$ cat config.mk
export PLATFORM = sky130hd
export DESIGN_NAME = ffha_ctrl
export DESIGN_NICKNAME = d
export VERILOG_FILES = /design/src/hw/rtl/ffha_pkg.sv /design/src/hw/rtl/ffha_ctrl.sv
export SDC_FILE = /design/constraint.sdc
export NUM_CORES = 1
export LEC_CHECK = 0
export BUFFER_PORTS_ARGS = -buffer_cell sky130_fd_sc_hd__buf_2
export CAP_MARGIN = 20
export CORE_AREA = 2 2 39 41
export DETAILED_ROUTE_END_ITERATION = 10
export DIE_AREA = 0 0 41 43
export GPL_ROUTABILITY_DRIVEN = 0
export HOLD_SLACK_MARGIN = 0.02
export PLACE_DENSITY_LB_ADDON = 0.12
export SYNTH_ARGS = -nofsm -noshare
export SYNTH_HDL_FRONTEND = slang
export SYNTH_SLANG_ARGS = --single-unit
$ cat constraint.sdc
create_clock -name clk -period 2.8 [get_ports clk]
set_input_delay 0.28 -clock clk [delete_from_list [all_inputs] [get_ports clk]]
set_output_delay 0.28 -clock clk [all_outputs]
set_load 0.02 [all_outputs]
$ cat src/hw/rtl/ffha_pkg.sv
// shared types and constants for the first-fit heap allocator
// no dependencies; imported by the controller, datapath, top level and checker
package ffha_pkg;

  // fixed field widths of the request and response items
  localparam int REQ_W    = 13;
  localparam int OFS_W    = 12;
  localparam int STATUS_W = 2;

  // operation codes
  localparam logic OP_ALLOC = 1'b0;
  localparam logic OP_FREE  = 1'b1;

  // response status codes
  localparam logic [STATUS_W-1:0] ST_DONE     = 2'd0;
  localparam logic [STATUS_W-1:0] ST_NO_SPACE = 2'd1;
  localparam logic [STATUS_W-1:0] ST_IGNORED  = 2'd2;

  typedef enum logic [2:0] {
    S_IDLE,
    S_SCAN,
    S_CHECK,
    S_SPLIT,
    S_FINISH
  } state_t;

  // controller to datapath
  typedef struct packed {
    logic                load;
    logic                step;
    logic                wr_head;
    logic                wr_split;
    logic                finish;
    logic [STATUS_W-1:0] code;
  } dp_cmd_t;

  // datapath to controller
  typedef struct packed {
    logic req_free;
    logic free_bad;
    logic fits;
    logic split;
    logic step_end;
    logic used;
    logic out_ready;
  } dp_sts_t;

endpackage

$ cat src/hw/rtl/ffha_ctrl.sv
// controller state machine of the first-fit heap allocator
// depends on ffha_pkg; drives the datapath through dp_cmd_t
module ffha_ctrl (
  input  logic              clk,
  input  logic              rst,
  input  logic              req_valid,
  output logic              req_stall,
  input  ffha_pkg::dp_sts_t sts,
  output ffha_pkg::dp_cmd_t cmd
);
  import ffha_pkg::*;

  state_t              state;
  state_t              state_next;
  logic [STATUS_W-1:0] code;
  logic [STATUS_W-1:0] code_next;

  always_ff @(posedge clk) begin
    if (rst) begin
      state <= S_IDLE;
      code  <= ST_DONE;
    end else begin
      state <= state_next;
      code  <= code_next;
    end
  end

  // next state
  always_comb begin
    state_next = state;
    code_next  = code;
    unique case (state)
      S_IDLE: begin
        if (req_valid) begin
          if (!sts.req_free) begin
            state_next = S_SCAN;
          end else if (sts.free_bad) begin
            state_next = S_FINISH;
            code_next  = ST_IGNORED;
          end else begin
            state_next = S_CHECK;
          end
        end
      end
      S_SCAN: begin
        if (sts.fits) begin
          state_next = sts.split ? S_SPLIT : S_FINISH;
          code_next  = ST_DONE;
        end else if (sts.step_end) begin
          state_next = S_FINISH;
          code_next  = ST_NO_SPACE;
        end
      end
      S_CHECK: begin
        state_next = S_FINISH;
        code_next  = sts.used ? ST_DONE : ST_IGNORED;
      end
      S_SPLIT: begin
        state_next = S_FINISH;
      end
      S_FINISH: begin
        if (sts.out_ready) begin
          state_next = S_IDLE;
        end
      end
      default: begin
        state_next = S_IDLE;
      end
    endcase
  end

  // outputs
  always_comb begin
    cmd       = '0;
    cmd.code  = code;
    req_stall = (state != S_IDLE);
    unique case (state)
      S_IDLE: begin
        cmd.load = req_valid;
      end
      S_SCAN: begin
        if (sts.fits) begin
          cmd.wr_head = 1'b1;
        end else if (!sts.step_end) begin
          cmd.step = 1'b1;
        end
      end
      S_CHECK: begin
        cmd.wr_head = sts.used;
      end
      S_SPLIT: begin
        cmd.wr_split = 1'b1;
      end
      S_FINISH: begin
        cmd.finish = sts.out_ready;
      end
      default: begin
        cmd = '0;
      end
    endcase
  end

endmodule

==> results.tsv, run 1 <==
metric	value	unit
worst slew pin tran	0.4885	ns
Post-Synth XOR/XNOR Area	0	%
final antenna-violating net count	0	
root buffer cell	clkbuf_4	
via count	453	
worst min-delay path category	in -> reg	
DRC errors left	0	
Synth area leaders	dfxtp_1, nor2_1, a21oi_1, o21ai_0, nand2_1	
RSZ-0062 raised after global routing	false	
Post-Synth Adder-Cell Area	0	%
most common cell in the netlist	nor2_1	
Post-synth top cells	nor2_1, dfxtp_1, nand2_1	
height of the die	43	um
library cells used by synthesis	31	
PostCTS Resize Cnt	0	
number of global-route vias before repair	360	
grt total ovfl	0	
number of max-cap violations	0	
CTS Buf Count	3	
Num Clock Sinks	5	
Die Area	1763	um2
share of the synthesized area in the top cell type	25.32	%
period utilisation layout	67.28	%
FF/Latch Area	100.1	um2
Final setup viols	0	
worst setup path start	state[0]$_SDFFE_PP0P_	
total track usage	13.43	%
cells after synthesis	54	
cells on worst reg2reg path	3	
number of synthesized register bits	5	
Initial DRT Pass Iterations	4	
fmax	530.8	MHz
core area	1384	um2
Die Wd	41	um
r2r endpoint	state[2]$_SDFFE_PP0P_	
CTS tree	built	
worst r2r src	state[0]$_SDFFE_PP0P_	
Area Overhead vs Synth	26.90	%
fin crit period	1.884	ns
Fin. Hold Viols	0	
Top FF cell, synth	dfxtp_1	
# diodes	0	
H-tree depth	1	
mux contribution to synthesized area	0	%
fill count	151	
post-synthesis compound-gate area fraction	31.33	%
CP startpoint kind	flop	
Async SR Flop Fraction	0	%
max-slew violation count	0	
crit end category	output pin	
Final Net Count	82	
initial antenna violation count	0	
synthesized cell area	395.4	um2
Iteration-0 DRC Markers	11	
Pwr per Cell Area	500.1	nW/um2
area leader, netlist	dfxtp_1	
syn_area_per_cell	7.322	um2
clock skew	0.006964	ns
first-pass GRT wire length	1552	um
Setup Total Neg Slack	0	ns
CP max FO	18	
PortBufs	17	
Post-CTS Setup Repair Bufs	0	
worst skew pair latency	0.25	ns
multi-input logic area	262.8	um2
clk slew on worst S/H paths	0.05	ns
Clock Tree Buf Depth	2	
Cell Rows	14	
Wirelength per Cell	11.03	um
CP Capture Point	cmd[5]	
Worst EP required	2.52	ns
EDFF count, synth	0	
Routed WL	960	um
largest net degree at the start of global routing	19	
Register-to-Register Setup Slack	1.38	ns
Mapped Nets	64	
Synth Area in Simple Gates	35.13	%
DPL Wire Length	739.2	um
register area share after synthesis	25.32	%
vias per cell	5.207	
layout cells sized above 1	30.99	%
worst vdd ir	0.1861	mV
# IOs	18	
initial core utilization	28.57	%
LEAKAGE	0.2236	nW
yosys warns	0	
Slew headroom	67.39	%
status	complete, no violations	
critical path arrival	1.60	ns
largest family of logic cells by synthesized area	simple AND/OR/NAND/NOR gates	
hold buffers post-CTS	0	
Setup CP Type	reg -> out	
PnR Total Power	0.2509	mW
==> worst max-delay path, stage by stage, from the launching register on <==
cell and delay [ns]:
dfxtp_1 0.62, or3b_1 0.43, nor3_1 0.13, buf_2 0.19
==> worst min path at each step <==
stage / startpoint / end / slack, ns / depth (start not counted)
after floorplan: rst / code[0]$_SDFFE_PP0P_ / 0.35 / 1
after global placement: code[1]$_SDFFE_PP0P_ / code[1]$_SDFFE_PP0P_ / 0.47 / 2
after detailed placement: code[1]$_SDFFE_PP0P_ / code[1]$_SDFFE_PP0P_ / 0.47 / 2
after CTS: sts[0] / state[2]$_SDFFE_PP0P_ / 0.24 / 2
after global routing: sts[0] / state[2]$_SDFFE_PP0P_ / 0.24 / 2
final: sts[0] / state[2]$_SDFFE_PP0P_ / 0.24 / 2
==> area by class of cell <==
cell class / instances / share of cell area, %
Sequential cell: 5 / 19.95
Inverter: 2 / 1.496
Timing Repair Buffer: 17 / 16.96
Multi-Input combinational cell: 43 / 52.37
Clock buffer: 4 / 5.237
Tap cell: 16 / 3.990
==> sequential cells by signal (all words and copies together) (netlist names) <==
signal	count
code	2
state	3
==> metrics by stage <==
step	worst slack [ns]	hold slack [ns]	util [%]	cells	area, um2
3_3_place_gp	1.174	0.4664	34.36	83	475.5
5_1_grt	0.7368	0.2427	36.26	87	501.7
6_report	0.9161	0.2376	36.26	87	501.7
3_5_place_dp	1.153	0.4677	34.36	83	475.5
4_1_cts	0.8867	0.2360	36.26	87	501.7
2_1_floorplan	1.257	0.3521	-	54	395.4
==> power breakdown <==
part | total [mW] | leakage [nW] | internal, mW | switching (mW)
registers | 0.0910 | 0.0410 | 0.0783 | 0.0127
clock network | 0.0862 | 0.0150 | 0.0540 | 0.0322
logic | 0.0737 | 0.168 | 0.0332 | 0.0405
total | 0.251 | 0.224 | 0.166 | 0.0854
==> cells in the final DEF (no fill, tap or decap), types with 3 or more instances in the layout <==
master,Yosys,routed
buf_2,2,17
clkbuf_4,0,3
nor2_1,6,6
dfxtp_1,5,5
a21oi_1,3,3
nand2_1,4,4
o21ai_0,3,3
==> kinds of logic after synthesis <==
family                 Yosys count
buffers and inverters            6
flip-flops                       5
AO/OA/AOI/OAI                   17
AND/OR/NAND/NOR                 26
==> per-layer routing <==
layer / global-route usage, % / wire [um] / up-vias
met3: 6.283 / 71 / 4
met2: 15.94 / 418 / 16
met5: 0 / 0 / -
met4: 8.000 / 15 / 0
met1: 18.85 / 454 / 197
li1: - / - / 236
Power figures use the tool's default switching activity.
==> inputs of run 2 (changes only) <==
Clock period 2.8 ns to 1.55 ns, I/O delays scaled along.
==> results.tsv, run 2 (same netlist as run 1, synthesis figures left out) <==
metric	value	unit
vias per cell	5.483	
sw power	0.1617	mW
Num Clock Sinks	5	
Top Metal Used	met4	
# diodes	0	
DR WL met3	82	um
max-slew violation count	0	
initial core utilization	28.57	%
Post-CTS Setup Repair Bufs	0	
Clock Tree Buf Depth	2	
hold buffers post-CTS	0	
worst vdd ir	0.4714	mV
Slew headroom	82.84	%
first-pass GRT wire length	1669	um
largest net degree at the start of global routing	18	
period utilisation layout	95.78	%
Die Area	1763	um2
H-tree depth	1	
Top reg by flops	state	
Die Wd	41	um
Cell Rows	14	
Initial DRT Pass Iterations	4	
PortBufs	17	
final worst-path setup slack	0.06537	ns
fin crit period	1.485	ns
Setup Total Neg Slack	0	ns
commonest non-fill, non-tap cell in the layout	buf_2	
height of the die	43	um
Final Instance Count excl. Fillers	89	
final antenna-violating net count	0	
Fin. Hold Viols	0	
RSZ-0062 raised after global routing	false	
grt total ovfl	0	
worst min-delay path category	in -> reg	
number of max-cap violations	0	
initial antenna violation count	0	
Pwr per Cell Area	901.7	nW/um2
DPL Wire Length	791.3	um
total track usage	14.73	%
CP max FO	17	
routed wl met2	482	um
CTS tree	built	
Logic pwr share	32.8	%
Area Overhead vs Synth	31.01	%
Final Net Count	84	
Final setup viols	0	
crit end category	output pin	
Sw Ratio	34.63	%
Setup CP Type	reg -> out	
status	complete, no violations	
most frequent cells in the layout	buf_2, nor2_1, nand2_1, dfxtp_1	
root buffer cell	clkbuf_4	
worst skew pair latency	0.25	ns
PostCTS Resize Cnt	0	
cells on worst reg2reg path	4	
fill count	156	
core area	1384	um2
layout cells sized above 1	34.25	%
Worst EP required	1.39	ns
clock skew	0.002269	ns
FF/Latch Area	101.3	um2
internal power	0.3054	mW
worst slew pin tran	0.2574	ns
multi-input logic area	262.8	um2
number of global-route vias before repair	369	
Hold Crit Depth	2	
pre-CTS WS	0.3035	ns
CP startpoint kind	flop	
Routed WL	1048	um
clk slew on worst S/H paths	0.05	ns
Clock Power Share	34.3	%
LEAKAGE	0.2346	nW
Regs by FF count	state (3), code (2)	
DRC errors left	0	
via count	488	
Wirelength per Cell	11.78	um
sequential share of power	32.9	%
max reg flops	3	
CTS Buf Count	3	
fmax	673.6	MHz
critical path arrival	1.33	ns
Iteration-0 DRC Markers	6	
Register-to-Register Setup Slack	0.30	ns
met1 wire length	470	um
# IOs	18	
dpl cells	85	
[run 2: cell types whose count changed in the layout (fill, tap and decap cells not counted), sizes merged]
cell,previous run,this run
buf,17,19
[run 2: path summary, 6_finish.rpt]
kind                                               to                  start
worst min-delay path            state[2]$_SDFFE_PP0P_                 sts[0]
worst min register to register   code[1]$_SDFFE_PP0P_   code[1]$_SDFFE_PP0P_
worst max-delay path                           cmd[6]  state[0]$_SDFFE_PP0P_
worst max register to register   code[0]$_SDFFE_PP0P_  state[0]$_SDFFE_PP0P_
[run 2: cell type report]
class                           count  share of cell area, %
Clock buffer                        4                  5.072
Timing Repair Buffer               19                  19.32
Tap cell                           16                  3.865
Sequential cell                     5                  19.57
Inverter                            2                  1.449
Multi-Input combinational cell     43                  50.72
[run 2: routing by layer]
metal	vias up	track usage (%)
met2	22	16.25
met4	0	12.00
met5	-	0
met3	2	4.712
li1	242	-
met1	222	21.73
[run 2: power groups by stage]
stage | Sequential [mW] | Clock, mW | Combinational, mW
final | 0.154 | 0.160 | 0.153
after global routing | 0.156 | 0.174 | 0.169
after CTS | 0.153 | 0.167 | 0.154
after detailed placement | 0.156 | 0 | 0.154
after global placement | 0.156 | 0 | 0.155
after floorplan | 0.148 | 0 | 0.110
[run 2: critical path: stages, from the launching register on]
cell	delay [ns]
dfxtp_1	0.30
buf_4	0.18
or3_1	0.33
nor2_1	0.10
buf_2	0.17
[run 2: stage by stage]
| stage | utilization, % | cell area (um2) | hold WS (ns) | total power [mW] |
|---|---|---|---|---|
| final | 37.43 | 518.0 | 0.1181 | 0.4671 |
| after global routing | 37.43 | 518.0 | 0.1221 | 0.4993 |
| after global placement | 35.44 | 490.5 | 0.3784 | 0.3110 |
| after CTS | 37.34 | 516.7 | 0.1078 | 0.4753 |
| after detailed placement | 35.44 | 490.5 | 0.3748 | 0.3100 |
| after floorplan | - | 395.4 | 0.2271 | 0.2585 |
==> inputs of run 3 (changes only) <==
Settings changed: ABC_AREA set to 1, PLACE_DENSITY_LB_ADDON 0.12 to 0.2.
==> results.tsv, run 3 <==
metric	value	unit
fin crit period	1.412	ns
PostCTS Resize Cnt	0	
Setup CP Type	reg -> out	
Hold Crit Depth	2	
initial antenna violation count	0	
Cell Rows	14	
root buffer cell	clkbuf_4	
CTS tree	built	
Final setup viols	0	
share of the synthesized area in the top cell type	23.74	%
worst skew pair latency	0.25	ns
hold buffers post-CTS	0	
CP max FO	6	
library cells used by synthesis	16	
r2r endpoint	code[1]$_SDFFE_PP0P_	
worst min-delay path category	in -> reg	
LEAKAGE	0.3029	nW
fmax	708.1	MHz
Iteration-0 DRC Markers	5	
Slew headroom	75.87	%
DPL Wire Length	818.2	um
Top reg by flops	state	
final antenna-violating net count	0	
height of the die	43	um
RSZ-0062 raised after global routing	false	
area leader, netlist	dfxtp_1	
Post-CTS Setup Repair Bufs	0	
Synth area leaders	dfxtp_1, nand2_1, nor2_1, nand3_1, inv_1	
grt total ovfl	0	
max-slew violation count	0	
number of synthesized register bits	5	
Final Instance Count excl. Fillers	106	
worst r2r src	state[1]$_SDFFE_PP0P_	
Register-to-Register Setup Slack	0.37	ns
crit end category	output pin	
number of max-cap violations	0	
initial core utilization	30.47	%
vias per cell	4.557	
Top FF cell, synth	dfxtp_1	
Final Net Count	101	
Wirelength per Cell	9.528	um
worst slew pin tran	0.3614	ns
via count	483	
yosys warns	0	
clk slew on worst S/H paths	0.05	ns
number of global-route vias before repair	376	
total track usage	12.95	%
synthesized cell area	421.7	um2
Initial DRT Pass Iterations	4	
max reg flops	3	
core area	1384	um2
commonest non-fill, non-tap cell in the layout	buf_2	
# IOs	18	
PnR Total Power	0.5753	mW
# diodes	0	
Area Overhead vs Synth	28.49	%
Min-Delay Startpoint	rst	
Clock Tree Buf Depth	2	
hold endpoint	state[2]$_SDFFE_PP0P_	
Worst path top cell family by delay	flip-flops	
cells on worst reg2reg path	6	
Critical-path top delay cell	dfxtp_1	
worst vdd ir	0.4364	mV
Fin. Hold Viols	0	
Worst EP required	1.39	ns
Routed WL	1010	um
Pwr per Cell Area	1062	nW/um2
largest net degree at the start of global routing	10	
CP startpoint kind	flop	
period utilisation layout	91.11	%
crit-path cells	nor2_2 -> nand3_2 -> inv_2 -> buf_2	
status	complete, no violations	
PortBufs	17	
Die Wd	41	um
Num Clock Sinks	5	
register area share after synthesis	23.74	%
syn_area_per_cell	6.024	um2
Async SR Flop Fraction	0	%
H-tree depth	1	
layout cells sized above 1	36.67	%
cells after synthesis	70	
Worst Path Buf+Inv	2	
most common cell in the netlist	nand2_1	
EDFF count, synth	0	
dpl cells	102	
Post-synth top cells	nand2_1, nor2_1, inv_1	
first-pass GRT wire length	1476	um
Die Area	1763	um2
CTS Buf Count	3	
Setup Total Neg Slack	0	ns
DRC errors left	0	
Regs by FF count	state (3), code (2)	
Largest stage delay, worst path	0.38	ns
critical path arrival	1.26	ns
most frequent cells in the layout	buf_2, nand2_1, nor2_1	
clock skew	0.001425	ns
Mapped Nets	80	
run 3: cell count changes after synthesis, moves of 3 or more:
cell     delta
nor2_2      +3
nand3_1     +5
o21ai_0     -3
inv_2       +3
nor2_1      +5
o21ai_1     +3
nand2_1    +11
inv_1       +7
nand3_2     +3
run 3: through the flow:
| step | instance area (um2) | hold WS, ns | utilization, % | setup WS, ns |
|---|---|---|---|---|
| after floorplan | 421.7 | 0.2241 | - | 0.2252 |
| after global placement | 515.5 | 0.3771 | 37.25 | 0.3718 |
| after detailed placement | 515.5 | 0.3741 | 37.25 | 0.3855 |
| after CTS | 541.8 | 0.1157 | 39.15 | 0.1248 |
| after global routing | 541.8 | 0.1168 | 39.15 | 0.03842 |
| final | 541.8 | 0.1147 | 39.15 | 0.1379 |
run 3: where the power goes:
part	switching, mW	total, mW	leakage, nW	internal, mW
Clock	0.0615	0.159	0.0150	0.0979
Combinational	0.156	0.244	0.247	0.0887
Sequential	0.0237	0.172	0.0410	0.148
run 3: logic make-up after synthesis:
family,share of synthesized area (%)
buffers and inverters,13.35
AO/OA/AOI/OAI,7.120
AND/OR/NAND/NOR,55.79
flip-flops,23.74
run 3: per-layer routing:
metal | up-vias | part of all wire (%) | global-route usage [%]
met5 | - | 0 | 0
met3 | 2 | 8.0 | 6.806
met1 | 199 | 45 | 14.79
met4 | 0 | 1.4 | 6.000
li1 | 265 | - | -
met2 | 17 | 46 | 19.06
run 3: worst max-delay path by stage:
stage,start,end,slack [ns],cells past startpoint
6_report,state[1]$_SDFFE_PP0P_,cmd[5],0.14,4
2_1_floorplan,state[2]$_SDFFE_PP0P_,cmd[2],0.23,2
3_3_place_gp,state[1]$_SDFFE_PP0P_,code[1]$_SDFFE_PP0P_,0.37,6
4_1_cts,state[1]$_SDFFE_PP0P_,cmd[5],0.12,4
5_1_grt,state[1]$_SDFFE_PP0P_,cmd[5],0.04,4
3_5_place_dp,state[1]$_SDFFE_PP0P_,code[1]$_SDFFE_PP0P_,0.39,6
run 3: final cells by class:
| cell class | count | area [um2] |
|---|---|---|
| sequential | 5 | 100.1 |
| fill | 151 | 842.1 |
| timing repair buffer | 17 | 85.08 |
| tap | 16 | 20.02 |
| multi-input combinational | 52 | 265.3 |
| clock buffer | 4 | 26.28 |
| inverter | 12 | 45.04 |
run 3: worst reg2reg max path, stage by stage (launching register included):
cell and delay, ns:
dfxtp_1 0.38, nor2_2 0.22, nand3_2 0.14, nand2_1 0.12, nor2_2 0.05, nor2_1 0.10, nor2_2 0.05
